File: src/rtl/tclp_pkg.sv
// Shared types, constants and word tables of the text command line parser.
package tclp_pkg;

  // Default line length in bytes; one byte less is kept before the line is dropped.
  localparam int unsigned LineBytesDef = 20;

  // Depth of the queue between the byte classifier and the line interpreter.
  localparam int unsigned QueueDepth = 2;

  // Widths of the data byte, the level, the command code and the configuration index.
  localparam int unsigned ByteW  = 8;
  localparam int unsigned LevelW = 16;
  localparam int unsigned CodeW  = 3;
  localparam int unsigned CfgIdxW = 2;

  // The pwm argument is held saturated at one above the limit.
  localparam int unsigned PwmLimit = 2000;
  localparam int unsigned ArgW     = 11;
  localparam int unsigned ProdW    = 15;

  // Number of command words and the width of the word position counter.
  localparam int unsigned NumCmds = 7;
  localparam int unsigned WordPosW = 3;

  // Characters with a meaning of their own.
  localparam logic [ByteW-1:0] ChCr    = 8'h0d;
  localparam logic [ByteW-1:0] ChLf    = 8'h0a;
  localparam logic [ByteW-1:0] ChSpace = 8'h20;
  localparam logic [ByteW-1:0] ChNul   = 8'h00;
  localparam logic [ByteW-1:0] ChZero  = 8'h30;
  localparam logic [ByteW-1:0] ChNine  = 8'h39;
  localparam logic [ByteW-1:0] ChUpA   = 8'h41;
  localparam logic [ByteW-1:0] ChUpZ   = 8'h5a;
  localparam logic [ByteW-1:0] CaseBit = 8'h20;

  // Configuration register indexes.
  localparam logic [CfgIdxW-1:0] CfgLowLevel  = 2'd0;
  localparam logic [CfgIdxW-1:0] CfgMidLevel  = 2'd1;
  localparam logic [CfgIdxW-1:0] CfgHighLevel = 2'd2;

  // Reset values of the level registers.
  localparam logic [LevelW-1:0] LowLevelRst  = 16'd500;
  localparam logic [LevelW-1:0] MidLevelRst  = 16'd1000;
  localparam logic [LevelW-1:0] HighLevelRst = 16'd2000;

  // Command codes reported with each result.
  typedef enum logic [CodeW-1:0] {
    CmdNone = 3'd0,
    CmdOn   = 3'd1,
    CmdOff  = 3'd2,
    CmdLow  = 3'd3,
    CmdMid  = 3'd4,
    CmdHigh = 3'd5,
    CmdPwm  = 3'd6,
    CmdAuto = 3'd7
  } cmd_e;

  // Kind of beat handed from the classifier to the interpreter.
  typedef enum logic {
    OpChar = 1'b0,
    OpEnd  = 1'b1
  } op_e;

  // Where the interpreter stands within the current line.
  typedef enum logic [1:0] {
    PhWord   = 2'd0,
    PhSpaces = 2'd1,
    PhArg    = 2'd2
  } phase_e;

  // One queued beat.
  typedef struct packed {
    op_e              op;
    logic [ByteW-1:0] data;
  } q_item_t;

  // Length of command word k (k counts from zero, in code order).
  function automatic logic [WordPosW-1:0] cmd_len(input logic [CodeW-1:0] k);
    logic [WordPosW-1:0] len;
    len = 3'd3;
    unique case (k)
      3'd0:    len = 3'd2;
      3'd4:    len = 3'd4;
      3'd6:    len = 3'd4;
      default: len = 3'd3;
    endcase
    return len;
  endfunction

  // Character at position pos of command word k; zero past the end.
  function automatic logic [ByteW-1:0] cmd_char(input logic [CodeW-1:0] k,
                                                input logic [WordPosW-1:0] pos);
    logic [4*ByteW-1:0] w;
    logic [ByteW-1:0]   c;
    w = '0;
    unique case (k)
      3'd0:    w = {"on", 16'h0000};
      3'd1:    w = {"off", 8'h00};
      3'd2:    w = {"low", 8'h00};
      3'd3:    w = {"mid", 8'h00};
      3'd4:    w = "high";
      3'd5:    w = {"pwm", 8'h00};
      3'd6:    w = "auto";
      default: w = '0;
    endcase
    c = pos[2] ? ChNul : w[{~pos[1:0], 3'b000} +: ByteW];
    return c;
  endfunction

endpackage

File: src/rtl/tclp_front.sv
// Byte classifier: drops carriage returns and tags newlines as line ends.
module tclp_front import tclp_pkg::*; (
  input  logic             rx_valid_i,
  output logic             rx_ready_o,
  input  logic [ByteW-1:0] rx_byte_i,
  output logic             push_valid_o,
  input  logic             push_ready_i,
  output q_item_t          push_item_o
);

  // A carriage return is taken but never queued.
  assign rx_ready_o   = push_ready_i;
  assign push_valid_o = rx_valid_i && (rx_byte_i != ChCr);

  // Newline ends the line; every other byte is a character of it.
  always_comb begin
    push_item_o.data = rx_byte_i;
    push_item_o.op   = (rx_byte_i == ChLf) ? OpEnd : OpChar;
  end

endmodule

File: src/rtl/tclp_queue.sv
// Short first-in first-out queue between the classifier and the interpreter.
module tclp_queue import tclp_pkg::*; (
  input  logic    clk_i,
  input  logic    rst_ni,
  input  logic    push_valid_i,
  output logic    push_ready_o,
  input  q_item_t push_item_i,
  output logic    pop_valid_o,
  input  logic    pop_ready_i,
  output q_item_t pop_item_o
);

  localparam int unsigned PtrW = (QueueDepth > 1) ? $clog2(QueueDepth) : 1;
  localparam int unsigned CntW = $clog2(QueueDepth + 1);

  q_item_t             mem_q [QueueDepth];
  logic [PtrW-1:0]     wr_ptr_q, wr_ptr_d;
  logic [PtrW-1:0]     rd_ptr_q, rd_ptr_d;
  logic [CntW-1:0]     count_q, count_d;
  logic                push, pop;

  assign push_ready_o = (count_q != CntW'(QueueDepth));
  assign pop_valid_o  = (count_q != '0);
  assign pop_item_o   = mem_q[rd_ptr_q];
  assign push         = push_valid_i && push_ready_o;
  assign pop          = pop_valid_o && pop_ready_i;

  // Pointer and occupancy update.
  always_comb begin
    wr_ptr_d = wr_ptr_q;
    rd_ptr_d = rd_ptr_q;
    count_d  = count_q;
    if (push) begin
      wr_ptr_d = (wr_ptr_q == PtrW'(QueueDepth - 1)) ? '0 : wr_ptr_q + 1'b1;
    end
    if (pop) begin
      rd_ptr_d = (rd_ptr_q == PtrW'(QueueDepth - 1)) ? '0 : rd_ptr_q + 1'b1;
    end
    if (push && !pop) begin
      count_d = count_q + 1'b1;
    end else if (pop && !push) begin
      count_d = count_q - 1'b1;
    end
  end

  always_ff @(posedge clk_i or negedge rst_ni) begin
    if (!rst_ni) begin
      wr_ptr_q <= '0;
      rd_ptr_q <= '0;
      count_q  <= '0;
    end else begin
      wr_ptr_q <= wr_ptr_d;
      rd_ptr_q <= rd_ptr_d;
      count_q  <= count_d;
    end
  end

  // Storage needs no reset; only occupied slots are read.
  always_ff @(posedge clk_i) begin
    if (push) begin
      mem_q[wr_ptr_q] <= push_item_i;
    end
  end

endmodule

File: src/rtl/tclp_back.sv
// Line interpreter: parses each character as it arrives and acts on the line end.
module tclp_back import tclp_pkg::*; #(
  parameter int unsigned LINE_BYTES = LineBytesDef
) (
  input  logic               clk_i,
  input  logic               rst_ni,
  input  logic               cfg_we_i,
  input  logic [CfgIdxW-1:0] cfg_addr_i,
  input  logic [LevelW-1:0]  cfg_wdata_i,
  input  logic               pop_valid_i,
  output logic               pop_ready_o,
  input  q_item_t            pop_item_i,
  output logic               res_valid_o,
  input  logic               res_ready_i,
  output logic [CodeW-1:0]   command_code_o,
  output logic               fan_enable_o,
  output logic [LevelW-1:0]  fan_level_o,
  output logic               fan_mode_o
);

  localparam int unsigned FillW = $clog2(LINE_BYTES);

  // Level registers.
  logic [LevelW-1:0] low_level_q, mid_level_q, high_level_q;

  // Parse state of the current line.
  logic [FillW-1:0]    fill_q, fill_d;
  logic                ended_q, ended_d;
  phase_e              phase_q, phase_d;
  logic [NumCmds-1:0]  match_q, match_d;
  logic [WordPosW-1:0] wpos_q, wpos_d;
  logic                arg_seen_q, arg_seen_d;
  logic                digits_ok_q, digits_ok_d;
  logic [ArgW-1:0]     arg_q, arg_d;

  // Kept fan state and the result register.
  logic                fan_en_q, fan_en_d;
  logic [LevelW-1:0]   fan_lvl_q, fan_lvl_d;
  logic                fan_mode_q, fan_mode_d;
  logic                res_valid_q, res_valid_d;
  cmd_e                res_code_q, code;
  logic                res_en_q, res_mode_q;
  logic [LevelW-1:0]   res_lvl_q;

  logic                pop, is_char, is_end, overflow, live;
  logic [ByteW-1:0]    c;
  logic                is_digit;
  logic [ProdW-1:0]    prod;
  logic [LevelW-1:0]   pwm_level;

  // A line end waits for a free result slot; characters always go through.
  assign pop_ready_o = (pop_item_i.op == OpChar) || !res_valid_q || res_ready_i;
  assign pop         = pop_valid_i && pop_ready_o;
  assign is_char     = pop && (pop_item_i.op == OpChar);
  assign is_end      = pop && (pop_item_i.op == OpEnd);
  assign overflow    = (fill_q == FillW'(LINE_BYTES - 1));
  assign live        = is_char && !overflow && !ended_q && (pop_item_i.data != ChNul);

  // Fold to lower case and spot decimal digits.
  always_comb begin
    c = pop_item_i.data;
    if (c >= ChUpA && c <= ChUpZ) begin
      c = c | CaseBit;
    end
    is_digit = (c >= ChZero) && (c <= ChNine);
    prod = (ProdW'(arg_q) << 3) + (ProdW'(arg_q) << 1) + ProdW'(c - ChZero);
  end

  // Phase next state.
  always_comb begin
    phase_d = phase_q;
    if (is_end || (is_char && overflow)) begin
      phase_d = PhWord;
    end else if (live) begin
      unique case (phase_q)
        PhWord:   if (c == ChSpace) phase_d = PhSpaces;
        PhSpaces: if (c != ChSpace) phase_d = PhArg;
        PhArg:    phase_d = PhArg;
        default:  phase_d = PhWord;
      endcase
    end
  end

  // Per-character updates of the word match and the argument value.
  always_comb begin
    fill_d      = fill_q;
    ended_d     = ended_q;
    match_d     = match_q;
    wpos_d      = wpos_q;
    arg_seen_d  = arg_seen_q;
    digits_ok_d = digits_ok_q;
    arg_d       = arg_q;
    if (is_end || (is_char && overflow)) begin
      fill_d      = '0;
      ended_d     = 1'b0;
      match_d     = '1;
      wpos_d      = '0;
      arg_seen_d  = 1'b0;
      digits_ok_d = 1'b1;
      arg_d       = '0;
    end else if (is_char) begin
      fill_d = fill_q + 1'b1;
      if (!ended_q && pop_item_i.data == ChNul) begin
        ended_d = 1'b1;
      end
      if (live && phase_q == PhWord && c != ChSpace) begin
        for (int k = 0; k < NumCmds; k++) begin
          match_d[k] = match_q[k] && (wpos_q < cmd_len(CodeW'(k)))
                       && (c == cmd_char(CodeW'(k), wpos_q));
        end
        wpos_d = (wpos_q == '1) ? wpos_q : wpos_q + 1'b1;
      end
      if (live && (phase_q == PhArg || (phase_q == PhSpaces && c != ChSpace))) begin
        arg_seen_d = 1'b1;
        if (digits_ok_q) begin
          if (!is_digit) begin
            digits_ok_d = 1'b0;
          end else if (prod > ProdW'(PwmLimit)) begin
            arg_d = ArgW'(PwmLimit + 1);
          end else begin
            arg_d = prod[ArgW-1:0];
          end
        end
      end
    end
  end

  // Command decode at the line end: lowest matching word wins.
  always_comb begin
    code = CmdNone;
    for (int k = NumCmds - 1; k >= 0; k--) begin
      if (match_q[k] && wpos_q == cmd_len(CodeW'(k))) begin
        code = cmd_e'(CodeW'(k + 1));
      end
    end
    pwm_level = (arg_seen_q && digits_ok_q && arg_q != '0
                 && arg_q <= ArgW'(PwmLimit)) ? LevelW'(arg_q) : '0;
  end

  // Fan state after the command.
  always_comb begin
    fan_en_d   = fan_en_q;
    fan_lvl_d  = fan_lvl_q;
    fan_mode_d = fan_mode_q;
    if (is_end) begin
      unique case (code)
        CmdOn:   begin fan_en_d = 1'b1; fan_lvl_d = low_level_q;  fan_mode_d = 1'b0; end
        CmdOff:  begin fan_en_d = 1'b0; fan_lvl_d = low_level_q;  fan_mode_d = 1'b0; end
        CmdLow:  begin fan_en_d = 1'b1; fan_lvl_d = low_level_q;  fan_mode_d = 1'b0; end
        CmdMid:  begin fan_en_d = 1'b1; fan_lvl_d = mid_level_q;  fan_mode_d = 1'b0; end
        CmdHigh: begin fan_en_d = 1'b1; fan_lvl_d = high_level_q; fan_mode_d = 1'b0; end
        CmdPwm:  begin fan_en_d = 1'b1; fan_lvl_d = pwm_level;    fan_mode_d = 1'b0; end
        CmdAuto: begin fan_en_d = 1'b0; fan_lvl_d = low_level_q;  fan_mode_d = 1'b1; end
        default: begin end
      endcase
    end
  end

  // Result slot holds until taken.
  always_comb begin
    res_valid_d = res_valid_q;
    if (is_end) begin
      res_valid_d = 1'b1;
    end else if (res_ready_i) begin
      res_valid_d = 1'b0;
    end
  end

  // Control and kept state.
  always_ff @(posedge clk_i or negedge rst_ni) begin
    if (!rst_ni) begin
      fill_q       <= '0;
      ended_q      <= 1'b0;
      phase_q      <= PhWord;
      match_q      <= '1;
      wpos_q       <= '0;
      arg_seen_q   <= 1'b0;
      digits_ok_q  <= 1'b1;
      arg_q        <= '0;
      fan_en_q     <= 1'b0;
      fan_lvl_q    <= '0;
      fan_mode_q   <= 1'b0;
      res_valid_q  <= 1'b0;
      low_level_q  <= LowLevelRst;
      mid_level_q  <= MidLevelRst;
      high_level_q <= HighLevelRst;
    end else begin
      fill_q      <= fill_d;
      ended_q     <= ended_d;
      phase_q     <= phase_d;
      match_q     <= match_d;
      wpos_q      <= wpos_d;
      arg_seen_q  <= arg_seen_d;
      digits_ok_q <= digits_ok_d;
      arg_q       <= arg_d;
      fan_en_q    <= fan_en_d;
      fan_lvl_q   <= fan_lvl_d;
      fan_mode_q  <= fan_mode_d;
      res_valid_q <= res_valid_d;
      if (cfg_we_i) begin
        case (cfg_addr_i)
          CfgLowLevel:  low_level_q  <= cfg_wdata_i;
          CfgMidLevel:  mid_level_q  <= cfg_wdata_i;
          CfgHighLevel: high_level_q <= cfg_wdata_i;
          default:      begin end
        endcase
      end
    end
  end

  // Result payload.
  always_ff @(posedge clk_i) begin
    if (is_end) begin
      res_code_q <= code;
      res_en_q   <= fan_en_d;
      res_lvl_q  <= fan_lvl_d;
      res_mode_q <= fan_mode_d;
    end
  end

  assign res_valid_o    = res_valid_q;
  assign command_code_o = res_code_q;
  assign fan_enable_o   = res_en_q;
  assign fan_level_o    = res_lvl_q;
  assign fan_mode_o     = res_mode_q;

endmodule

File: src/rtl/text_command_line_parser.sv
// Top level of the text command line parser.
//
//   Channel  Direction  Handshake               Beat contents
//   rx       in         rx_valid_i/rx_ready_o   rx_byte_i
//   res      out        res_valid_o/res_ready_i command_code_o, fan_enable_o,
//                                               fan_level_o, fan_mode_o
//   cfg      in         cfg_we_i                cfg_addr_i, cfg_wdata_i
//
// One byte is taken per cycle while the queue has room; the interpreter
// parses each character as it leaves the two-beat queue, so a newline
// needs no walk over the line, and its result is held in a register.
// A newline leaves the queue only once the result register is free.
// Reset clears the line, the fan state and the level registers to defaults.
module text_command_line_parser import tclp_pkg::*; #(
  parameter int unsigned LINE_BYTES = LineBytesDef
) (
  input  logic               clk_i,
  input  logic               rst_ni,
  input  logic               cfg_we_i,
  input  logic [CfgIdxW-1:0] cfg_addr_i,
  input  logic [LevelW-1:0]  cfg_wdata_i,
  input  logic               rx_valid_i,
  output logic               rx_ready_o,
  input  logic [ByteW-1:0]   rx_byte_i,
  output logic               res_valid_o,
  input  logic               res_ready_i,
  output logic [CodeW-1:0]   command_code_o,
  output logic               fan_enable_o,
  output logic [LevelW-1:0]  fan_level_o,
  output logic               fan_mode_o
);

  logic    push_valid, push_ready, pop_valid, pop_ready;
  q_item_t push_item, pop_item;

  // Classifier.
  tclp_front u_front (
    .rx_valid_i   (rx_valid_i),
    .rx_ready_o   (rx_ready_o),
    .rx_byte_i    (rx_byte_i),
    .push_valid_o (push_valid),
    .push_ready_i (push_ready),
    .push_item_o  (push_item)
  );

  // Queue between the two halves.
  tclp_queue u_queue (
    .clk_i        (clk_i),
    .rst_ni       (rst_ni),
    .push_valid_i (push_valid),
    .push_ready_o (push_ready),
    .push_item_i  (push_item),
    .pop_valid_o  (pop_valid),
    .pop_ready_i  (pop_ready),
    .pop_item_o   (pop_item)
  );

  // Interpreter.
  tclp_back #(
    .LINE_BYTES (LINE_BYTES)
  ) u_back (
    .clk_i          (clk_i),
    .rst_ni         (rst_ni),
    .cfg_we_i       (cfg_we_i),
    .cfg_addr_i     (cfg_addr_i),
    .cfg_wdata_i    (cfg_wdata_i),
    .pop_valid_i    (pop_valid),
    .pop_ready_o    (pop_ready),
    .pop_item_i     (pop_item),
    .res_valid_o    (res_valid_o),
    .res_ready_i    (res_ready_i),
    .command_code_o (command_code_o),
    .fan_enable_o   (fan_enable_o),
    .fan_level_o    (fan_level_o),
    .fan_mode_o     (fan_mode_o)
  );

endmodule

File: config.mk
export PLATFORM = sky130hd
export DESIGN_NAME = text_command_line_parser
export DESIGN_NICKNAME = d
export VERILOG_FILES = /design/src/rtl/tclp_pkg.sv /design/src/rtl/tclp_front.sv /design/src/rtl/tclp_queue.sv /design/src/rtl/tclp_back.sv /design/src/rtl/text_command_line_parser.sv
export SDC_FILE = /design/constraint.sdc
export NUM_CORES = 1
export LEC_CHECK = 0
export BUFFER_PORTS_ARGS = -buffer_cell sky130_fd_sc_hd__clkbuf_2
export CORE_MARGIN = 2
export CORE_UTILIZATION = 55
export CTS_BUF_LIST = sky130_fd_sc_hd__clkbuf_8
export CTS_CLUSTER_SIZE = 10
export DETAILED_ROUTE_END_ITERATION = 7
export GPL_TIMING_DRIVEN = 0
export HOLD_SLACK_MARGIN = 0.08
export PLACE_DENSITY = 0.74
export SKIP_LAST_GASP = 1
export SLEW_MARGIN = 20
export SYNTH_ARGS = -nofsm -noshare
export SYNTH_HDL_FRONTEND = slang
export SYNTH_SLANG_ARGS = --single-unit
export TNS_END_PERCENT = 100
File: constraint.sdc
create_clock -name clk_i -period 9.55 [get_ports clk_i]
set_input_delay 0.955 -clock clk_i [delete_from_list [all_inputs] [get_ports clk_i]]
set_output_delay 0.955 -clock clk_i [all_outputs]
set_load 0.01 [all_outputs]
==> impl_metrics.csv, run 1 <==
group,metric,value,unit
worst_setup_path,startpoint_type,"flop",
synth,synth_area,0.007850,mm2
clock_network,worst_skew_pair.late_latency,0.45,ns
sta,period_needed,5.599,ns
clock_network,cts_made_buffers,17,
outcome,status,"finished clean",
sta,rsz0062_at_grt,"no",
global_route,met1_usage,30.97,%
sta,setup_violations,0,
power,sw_frac_of_total,39.82,%
power,powerDensity,285.4,mW/mm2
job,maxCapViolCount,0,
floorplanning,die_y,123.5,um
power,p_leak,3.618,nW
synth,synth_warnings,0,
worst_setup_path,cp-end-kind,"flop",
worst_setup_path,worstPathRequired,9.88,ns
global_route,grt_util_met3,4.659,%
hold_path,hold_class,"input port to asynchronous set/reset pin",
power,p_clk_share,18.4,%
clock_network,clk_path_buf_depth,2,
global_route,grt.busiest_layer,"met2",
detailed_routing,first_pass_iters,5,
worst_setup_path,crit_buf_inv,2,
sta,fmax,178.6,MHz
sta,max-slew-margin-rel,37.81,%
detailed_routing,via_count,5819,
synth,ys_seq_elements,141,
worst_setup_path,critical_path.top_delay_family,"simple AND/OR/NAND/NOR gates",
power,p_sw,0.0009965,W
floorplanning,dieArea,0.01524,mm2
worst_setup_path,crit_type,"flop to flop",
floorplanning,core_area,0.01393,mm2
floorplanning,start_util,56.33,%
detailed_routing,wire_per_inst,17.79,um
worst_setup_path,r2r_cells,17,
sta,hold_slack,0.3273,ns
detailed_routing,viasPerCell,6.018,
floorplanning,die_w,123.5,um
global_route,antenna_found_initial,0,
global_route,grt_first_pass_wirelength,28530,um
power,p_comb_share,43.8,%
clock_network,cts_hold_buffers,0,
synth,synth_cells,701,
detailed_routing,drc,0,
synth,ys_types,72,
clock_network,h-tree-depth,4,
synth,syn-num-nets,774,
global_route,grt_usage,24.21,%
worst_setup_path,worst-path-max-fanout,8,
sta,final_hold_viol_count,0,
worst_setup_path,path_depth,17,
synth,synth_flop_cell,"dfrtp_1",
sta,fin_worst_skew,0.01186,ns
sta,fin_crit_sh,58.63,%
worst_setup_path,cpPeakStageDelay,0.61,ns
layout,final_nets,847,
global_route,grt_pass1_vias,5811,
detailed_routing,antenna_left,0,
sta,finalSetupTns,0,ns
synth,synth_edf_count,39,
global_route,grt.met2_usage,41.31,%
clock_network,clkTransAtPathRegs,0.08,ns
layout,fillCellCount,1070,
layout,drive_gt1_share,25.67,%
detailed_routing,drtIter0Drc,450,
layout,seq_area,0.003756,mm2
global_route,grt.overflow.total,0,
clock_network,cts-root-buf,"clkbuf_8",
power,intPower,0.001506,W
sta,slew_violations,0,
sta,tightest_slew,0.9208,ns
placement,gp_congestion,0.9086,
clock_network,tritoncts,"done",
global_route,grt_max_degree,93,
worst_setup_path,worstPathArrival,5.93,ns
floorplanning,io_pins,54,
floorplanning,num_rows,43,
clock_network,cts_setup_buffers,0,
power,ir_worst_vdd,0.3046,mV
layout,antennaDiodeCount,0,
clock_network,cts_resized,0,
detailed_routing,routed_wl,17210,um
placement,dp_hpwl,12820,um
synth,async_flop_share,72.34,%
clock_network,cts_sinks,141,
placement,port_buffers,53,
worst_setup_path,path_cells,"buf_6 > mux2i_2 > o211ai_1 > nor2_1 > or2_1 > inv_1 > ha_1 > nor2_1 > fa_1 > ha_1 > o21ai_0 > o21bai_1 > a21boi_0 > xnor2_1 > nor4_1 > nor4_4 > a22o_1",
power,power_frac_seq,37.9,%
layout,multi_input_area,0.003797,mm2
layout,area_growth,11.70,%
worst_setup_path,worst_path_max_delay_cell,"nor4_1",
synth,syn_area_per_cell,11.20,um2
synth,yosysSeqAreaShare,47.85,%
## power groups by stage
stage / Clock, W / Sequential [W] / Combinational [W]
final: 0.000459 / 0.000947 / 0.00110
after detailed placement: 0 / 0.000958 / 0.00109
after CTS: 0.000468 / 0.000946 / 0.00110
after global placement: 0 / 0.000951 / 0.00105
after floorplan: 0 / 0.000957 / 0.000785
after global routing: 0.000496 / 0.000968 / 0.00122
## cells in the final DEF (no fill, tap or decap), types with 5 or more instances in the layout
cell and n:
a211oi_1 7, a21oi_1 24, a222oi_1 11, a22o_1 5, a22oi_1 6, a31oi_1 7, and2_1 5, clkbuf_1 22
clkbuf_2 52, clkbuf_8 19, dfrtp_1 76, dfstp_2 26, edfxtp_1 39, fa_1 10, ha_1 32, inv_1 42
inv_6 5, mux2_2 65, mux2i_1 10, nand2_1 40, nand2b_1 8, nand3_1 10, nand3b_1 5, nor2_1 49
nor2b_1 7, nor3_1 17, nor4_1 12, o21a_1 5, o21ai_0 45, or3_1 5, xnor2_1 16, xor2_1 7
## layout make-up
| cell class | count | area share [%] |
|---|---|---|
| multi-input cells | 489 | 43.31 |
| flip-flops and latches | 141 | 42.84 |
| repair buffers | 54 | 3.439 |
| clock buffers | 18 | 2.825 |
| well taps | 180 | 2.568 |
| inverters | 42 | 1.798 |
| plain buffers | 29 | 1.727 |
| clock inverters | 14 | 1.498 |
## cells by family (layout without fill, tap and decap cells)
logic type	Yosys count	after routing	synth area share (%)
buffers and inverters	71	157	3.937
flip-flops	141	141	47.85
adder cells (fa/ha/maj)	42	42	7.651
AO/OA/AOI/OAI	158	158	13.85
multiplexers	80	80	11.83
AND/OR/NAND/NOR	186	186	12.32
XOR/XNOR	23	23	2.566
## sequential cells by signal, indices dropped and copies added (netlist names), 2 cells and up
register               flops
u_queue.mem_q             18
u_back.fan_level_o        16
u_back.fan_lvl_q          16
u_back.high_level_q       16
u_back.low_level_q        16
u_back.mid_level_q        16
u_back.arg_q              11
u_back.match_q             7
u_back.fill_q              5
u_back.command_code_o      3
u_back.wpos_q              3
u_back.phase_q             2
u_queue.count_q            2
## stage by stage
stage               instances  setup WS (ns)  area, um2  power, W  util [%]
finish                    967          3.951       8768  0.002502     62.93
detailed placement        935          3.963       8384  0.002051     60.17
global placement          934          4.090       8341  0.002005     59.85
CTS                       967          3.931       8763  0.002511     62.89
global route              967          3.546       8768  0.002689     62.93
floorplan                 701          4.823       7850  0.001742         -
## layer usage
| metal | vias up | routed length (um) |
|---|---|---|
| li1 | 2732 | - |
| met1 | 2895 | 7341 |
| met2 | 167 | 8769 |
| met3 | 25 | 788 |
| met4 | 0 | 305 |
| met5 | - | 0 |
## path summary, 6_finish.rpt
check                                         endpoint  slack [ns]              start
max in group asynchronous            u_back.match_q[0]        8.54             rst_ni
worst min register to register       u_back.fan_mode_q        0.47  u_back.fan_mode_q
worst max-delay path                   u_back.arg_q[2]        3.95   u_queue.rd_ptr_q
worst min-delay path            u_back.high_level_q[5]        0.33             rst_ni
min in group clk_i                   u_back.fan_mode_q        0.47  u_back.fan_mode_q
worst max register to register         u_back.arg_q[2]        3.95   u_queue.rd_ptr_q
## synth_stat cells, types with 6 or more instances
library cell | n | share of area (%)
dfrtp_1 | 76 | 24
mux2_2 | 65 | 9.3
nor2_1 | 50 | 2.4
o21ai_0 | 45 | 2.9
inv_1 | 42 | 2.0
nand2_1 | 40 | 1.9
edfxtp_1 | 39 | 15
ha_1 | 32 | 5.1
dfstp_2 | 26 | 8.7
a21oi_1 | 24 | 1.5
clkbuf_1 | 22 | 1.1
nor3_1 | 17 | 1.1
xnor2_1 | 16 | 1.8
nor4_1 | 12 | 0.96
a222oi_1 | 11 | 1.4
fa_1 | 10 | 2.6
mux2i_1 | 10 | 1.3
nand3_1 | 10 | 0.64
nand2b_1 | 8 | 0.64
a211oi_1 | 7 | 0.67
a31oi_1 | 7 | 0.56
nor2b_1 | 7 | 0.56
xor2_1 | 7 | 0.78
a22oi_1 | 6 | 0.57
No activity file was read; power rests on OpenSTA's default activity.
==> inputs of run 2 (changes only) <==
Settings changed: ABC_AREA set to 1, PLACE_DENSITY 0.74 to 0.76.
Clock period 9.55 ns to 4.69 ns, I/O delays scaled along.
==> impl_metrics.csv, run 2 <==
group,metric,value,unit
global_route,grt_util_met3,4.921,%
synth,ys_types,40,
worst_setup_path,worstPathRequired,5.04,ns
global_route,met1_usage,33.45,%
synth,yosysSeqAreaShare,46.44,%
worst_setup_path,crit_buf_inv,5,
clock_network,clk_path_buf_depth,2,
power,total_power,0.006003,W
synth,synth_area,0.008088,mm2
power,p_sw,0.002751,W
power,ir_worst_vdd,0.5760,mV
worst_setup_path,critical_path.top_delay_family,"simple AND/OR/NAND/NOR gates",
global_route,grt.busiest_layer,"met2",
sta,finalSetupTns,0,ns
worst_setup_path,worst_path_max_delay_cell,"fa_1",
placement,dp_hpwl,13680,um
synth,synth-simple-area-share,28.87,%
worst_setup_path,crit_top_cell,"nand2_1",
sta,final_hold_viol_count,0,
job,maxCapViolCount,0,
power,p_leak,4.560,nW
layout,drive_gt1_share,13.97,%
detailed_routing,drc,0,
layout,largest_reg_flops,18,
detailed_routing,wire_per_inst,14.28,um
synth,async_flop_share,72.34,%
synth,synth_top_area_cell,"dfrtp_1",
detailed_routing,antenna_left,0,
worst_setup_path,worstPathArrival,4.56,ns
clock_network,tritoncts,"done",
sta,max-slew-margin-rel,41.35,%
placement,gp_congestion,0.9327,
floorplanning,start_util,56.07,%
worst_setup_path,cp-end-kind,"flop",
worst_setup_path,worst-path-max-fanout,10,
worst_setup_path,worstReg2RegEnd,"u_back.arg_q[6]",
global_route,grt_first_pass_wirelength,31460,um
layout,antennaDiodeCount,0,
global_route,grt_pass1_vias,6750,
outcome,status,"finished clean",
floorplanning,die_y,125.3,um
global_route,grt_max_degree,77,
layout,top_register,"u_queue.mem_q",
power,p_clk_share,16.0,%
placement,dpl_cell_area,0.008620,mm2
worst_setup_path,r2r_slack,0.48,ns
synth,synth_common_cells,"nand2_1, inv_1, nor2_1",
floorplanning,core_area,0.01442,mm2
layout,area_growth,11.79,%
synth,synth_edf_count,39,
hold_path,worstHoldEndpoint,"u_queue.mem_q[1][4]",
global_route,grt.met2_usage,40.41,%
layout,final_cell_mix,"nand2_1, inv_1, nor2_1",
synth,synth_cells,1031,
global_route,grt.overflow.total,0,
synth,syn_area_per_cell,7.845,um2
synth,synth_xor_area_share,1.949,%
synth,synth_compound_area_share,6.853,%
floorplanning,num_rows,44,
detailed_routing,drtIter0Drc,620,
detailed_routing,routed_wl,18580,um
clock_network,worst_skew_pair.late_latency,0.46,ns
clock_network,cts-root-buf,"clkbuf_8",
clock_network,cts_made_buffers,17,
synth,synth.most_common_cell,"nand2_1",
sta,tightest_slew,0.8766,ns
layout,layout.cells.most_common,"nand2_1",
sta,rsz0062_at_grt,"no",
power,powerDensity,663.9,mW/mm2
floorplanning,die_w,125.3,um
sta,fmax,237.5,MHz
hold_path,hold_class,"input port to flop",
synth,yosysTopAreaCellShare,23.51,%
clock_network,h-tree-depth,4,
sta,fin_worst_skew,0.01497,ns
layout,final_nets,1177,
synth,ys_seq_elements,141,
worst_setup_path,startpoint_type,"flop",
synth,synth_mux_area_share,0,%
power,sw_frac_of_total,45.82,%
placement,port_buffers,53,
power,p_comb_share,51.2,%
synth,synthAdderAreaFrac,7.426,%
worst_setup_path,r2r-start,"u_queue.rd_ptr_q",
sta,period_needed,4.210,ns
floorplanning,dieArea,0.01569,mm2
global_route,antenna_found_initial,0,
global_route,grt_usage,24.81,%
layout,finish.instance_area,0.009041,mm2
synth,synth.area.top_cells,"dfrtp_1, edfxtp_1, nand2_1, dfstp_2, inv_1",
detailed_routing,first_pass_iters,7,
clock_network,cts_sinks,141,
clock_network,clkTransAtPathRegs,0.08,ns
power,power_frac_seq,32.8,%
synth,synth_warnings,0,
synth,synth_flop_cell,"dfrtp_1",
sta,setup_violations,0,
synth,syn-num-nets,1104,
synth,synth_top_family_by_area,"simple AND/OR/NAND/NOR gates",
floorplanning,io_pins,54,
hold_path,min_path_cells,1,
power,intPower,0.003252,W
worst_setup_path,cpPeakStageDelay,0.51,ns
sta,slew_violations,0,
worst_setup_path,crit_type,"flop to flop",
detailed_routing,viasPerCell,5.341,
worst_setup_path,r2r_cells,27,
detailed_routing,via_count,6948,
hold_path,hp-start,"rx_byte_i[4]",
sta,fin_crit_sh,89.77,%
clock_network,cts_setup_buffers,0,
## run 2: changes by cell type in the layout (fill, tap and decap cells not counted), moves of 18 or more
cell / delta
nand2_1: +266
inv_1: +102
nand3_1: +79
mux2_2: -65
nor2_1: +52
o21ai_0: +18
## run 2: per-layer routing
| layer | wire, um | up-vias |
|---|---|---|
| li1 | - | 3426 |
| met1 | 8380 | 3268 |
| met2 | 8876 | 214 |
| met3 | 935 | 40 |
| met4 | 389 | 0 |
| met5 | 0 | - |
## run 2: logic make-up after synthesis
| kind of cell | count (synthesis) |
|---|---|
| xor gates and xnor gates | 18 |
| and+or+nand+nor | 551 |
| DFF | 141 |
| buffers and inverters | 176 |
| adders and majority gates | 42 |
| AOI/OAI and AO/OA | 103 |
## run 2: layout make-up
class	count	area, um2
buffer	21	103.9
sequential	141	3757
clock inverter	15	148.9
tap	184	230.2
clock buffer	17	234.0
multi-input combinational	714	3674
timing repair buffer	55	311.5
inverter	154	581.8
fill	1301	5383
## run 2: repair_timing
item,CTS,global route
gates resized for setup,1,13
hold endpoints to repair,23,0
endpoints found under the setup margin,10,11
pin swaps,0,0
hold buffers,1,0
## run 2: worst max path at each step
stage                     startpoint              end  slack (ns)  cells past startpoint
CTS                 u_queue.rd_ptr_q  u_back.arg_q[6]        0.01                     24
detailed placement  u_queue.rd_ptr_q  u_back.arg_q[6]       -0.18                     24
floorplan           u_queue.rd_ptr_q  u_back.arg_q[0]        0.78                     27
global route        u_queue.rd_ptr_q  u_back.arg_q[6]       0.005                     23
global placement    u_queue.rd_ptr_q  u_back.arg_q[8]       -0.09                     24
finish              u_queue.rd_ptr_q  u_back.arg_q[6]        0.48                     27
## run 2: worst reg2reg max path: cells and delay by family, from the launching register on
kind / cells / cell delay (ns)
adder cells (fa/ha/maj): 3 / 1.16
flip-flops: 1 / 0.46
XOR/XNOR: 1 / 0.12
AND/OR/NAND/NOR: 18 / 1.64
buffers and inverters: 5 / 0.73
## run 2: power by group through the flow
stage | Combinational (W) | Sequential, W | Clock, W
finish | 0.00307 | 0.00197 | 0.000961
global route | 0.00350 | 0.00201 | 0.00103
global placement | 0.00295 | 0.00197 | 0
detailed placement | 0.00302 | 0.00199 | 0
CTS | 0.00303 | 0.00197 | 0.000974
floorplan | 0.00215 | 0.00200 | 0
## run 2: metrics by stage
stage / setup slack, ns / hold slack (ns) / cells / utilization [%]
after floorplan: 0.7786 / 0.1734 / 1031 / -
after global placement: -0.09415 / 0.4476 / 1268 / 59.51
after detailed placement: -0.1783 / 0.3683 / 1269 / 59.76
after CTS: 0.009790 / 0.1932 / 1302 / 62.50
after global routing: 0.004595 / 0.1940 / 1301 / 62.68
final: 0.4796 / 0.2113 / 1301 / 62.68
==> inputs of run 3 (changes only) <==
Settings changed: CORE_UTILIZATION 55 to 28, PLACE_DENSITY 0.76 to not set.
==> impl_metrics.csv, run 3 (same netlist as run 2, synthesis figures left out) <==
group,metric,value,unit
outcome,status,"finished clean",
worst_setup_path,cp-end-kind,"flop",
clock_network,cts_setup_buffers,0,
worst_setup_path,startpoint_type,"flop",
layout,seq_area,0.003757,mm2
sta,period_needed,4.213,ns
worst_setup_path,crit_type,"flop to flop",
placement,gp_congestion,0.8887,
layout,fillCellCount,3108,
clock_network,clkTransAtPathRegs,0.10,ns
layout,fin_cells,1501,
detailed_routing,drc,0,
floorplanning,num_rows,62,
global_route,grt_pass1_vias,6516,
layout,antennaDiodeCount,0,
floorplanning,die_y,174.0,um
sta,fmax,237.4,MHz
global_route,grt.overflow.total,0,
clock_network,cts_made_buffers,17,
clock_network,clk_path_buf_depth,2,
floorplanning,io_pins,54,
clock_network,tritoncts,"done",
worst_setup_path,worst_path_max_delay_cell,"fa_1",
worst_setup_path,worstPathArrival,4.55,ns
sta,setup_violations,0,
sta,slew_violations,0,
sta,tightest_slew,0.8221,ns
clock_network,cts_sinks,141,
sta,finalSetupTns,0,ns
global_route,grt_usage,13.42,%
detailed_routing,wire_per_inst,13.27,um
detailed_routing,first_pass_iters,5,
detailed_routing,viasPerCell,4.502,
placement,port_buffers,53,
floorplanning,die_w,174.0,um
detailed_routing,antenna_left,0,
power,p_leak,4.575,nW
job,maxCapViolCount,0,
placement,dp_hpwl,14920,um
sta,rsz0062_at_grt,"no",
detailed_routing,drtIter0Drc,482,
layout,drive_gt1_share,14.32,%
worst_setup_path,worstPathRequired,5.03,ns
hold_path,hold_class,"input port to flop",
floorplanning,dieArea,0.03026,mm2
sta,fin_crit_sh,89.83,%
power,powerDensity,655.4,mW/mm2
worst_setup_path,crit_top_cell,"nand2_1",
layout,top_register,"u_queue.mem_q",
sta,final.setup.worst_slack,0.4770,ns
worst_setup_path,critical_path.top_delay_family,"simple AND/OR/NAND/NOR gates",
placement,dp_slack,-0.2570,ns
layout,largest_reg_flops,18,
clock_network,h-tree-depth,4,
global_route,grt_max_degree,70,
worst_setup_path,worst-path-max-fanout,10,
clock_network,worst_skew_pair.late_latency,0.45,ns
worst_setup_path,crit_buf_inv,5,
sta,hold_slack,0.2178,ns
sta,max-slew-margin-rel,44.99,%
sta,fin_worst_skew,0.02196,ns
layout,area_growth,15.53,%
power,ir_worst_vdd,0.2548,mV
detailed_routing,routed_wl,19910,um
sta,final_hold_viol_count,0,
layout,final_nets,1177,
floorplanning,core_area,0.02855,mm2
clock_network,cts-root-buf,"clkbuf_8",
placement,place_inst,1469,
detailed_routing,via_count,6757,
layout,multi_input_area,0.003684,mm2
worst_setup_path,cpPeakStageDelay,0.49,ns
layout,layout.cells.most_common,"nand2_1",
floorplanning,start_util,28.33,%
global_route,antenna_found_initial,0,
global_route,grt_first_pass_wirelength,32680,um
layout,final_cell_mix,"nand2_1, inv_1, nor2_1",
[run 3: report_power, final]
part / internal [W] / switching [W]
clock network: 0.000511 / 0.000542
registers: 0.00179 / 0.000180
logic: 0.000993 / 0.00211
total: 0.00329 / 0.00283
[run 3: worst reg2reg max path, delay by kind of cell, from the launching register on]
kind,cells,cell delay (ns)
flip-flops,1,0.43
AND/OR/NAND/NOR,18,1.75
adder cells (fa/ha/maj),3,1.26
buffers and inverters,5,0.66
[run 3: metrics by stage]
step | util, % | power, W | cell area [um2]
final | 32.73 | 0.006124 | 9344
after global routing | 32.73 | 0.006663 | 9344
after CTS | 32.61 | 0.006134 | 9309
after detailed placement | 31.07 | 0.005059 | 8870
after global placement | 30.94 | 0.005016 | 8833
after floorplan | - | 0.004148 | 8088
[run 3: final cells by class]
cell class	count	share of cell area [%]
Timing Repair Buffer	55	3.334
Inverter	154	6.227
Buffer	21	1.111
Clock inverter	14	1.901
Sequential cell	141	40.21
Multi-Input combinational cell	714	39.42
Clock buffer	18	2.651
Tap cell	384	5.142
[run 3: worst paths after layout]
path / start / to / slack [ns] / depth (start not counted)
worst max-delay path: u_queue.rd_ptr_q / u_back.arg_q[8] / 0.48 / 26
worst min-delay path: res_ready_i / u_back.res_valid_o / 0.22 / 2
worst max register to register: u_queue.rd_ptr_q / u_back.arg_q[8] / 0.48 / 26
worst min register to register: u_back.match_q[0] / u_back.match_q[0] / 0.48 / 2
max in group asynchronous: rst_ni / u_back.low_level_q[4] / 3.53 / 3
min in group asynchronous: rst_ni / u_back.low_level_q[12] / 0.48 / 2
[run 3: what timing repair did]
item                                   CTS  global route
gates resized for setup                  2            14
hold buffers                             1             0
endpoints found under the hold margin   26             0
setup endpoints to repair               10            11
pin swaps                                0             0
[run 3: layer usage]
| layer | part of all wire (%) | track usage (%) | routed length [um] | vias up |
|---|---|---|---|---|
| met5 | 0 | 0 | 0 | - |
| met3 | 3.8 | 2.012 | 763 | 22 |
| met2 | 48 | 22.59 | 9533 | 135 |
| li1 | - | - | - | 3414 |
| met1 | 47 | 18.00 | 9367 | 3186 |
| met4 | 1.3 | 3.676 | 250 | 0 |
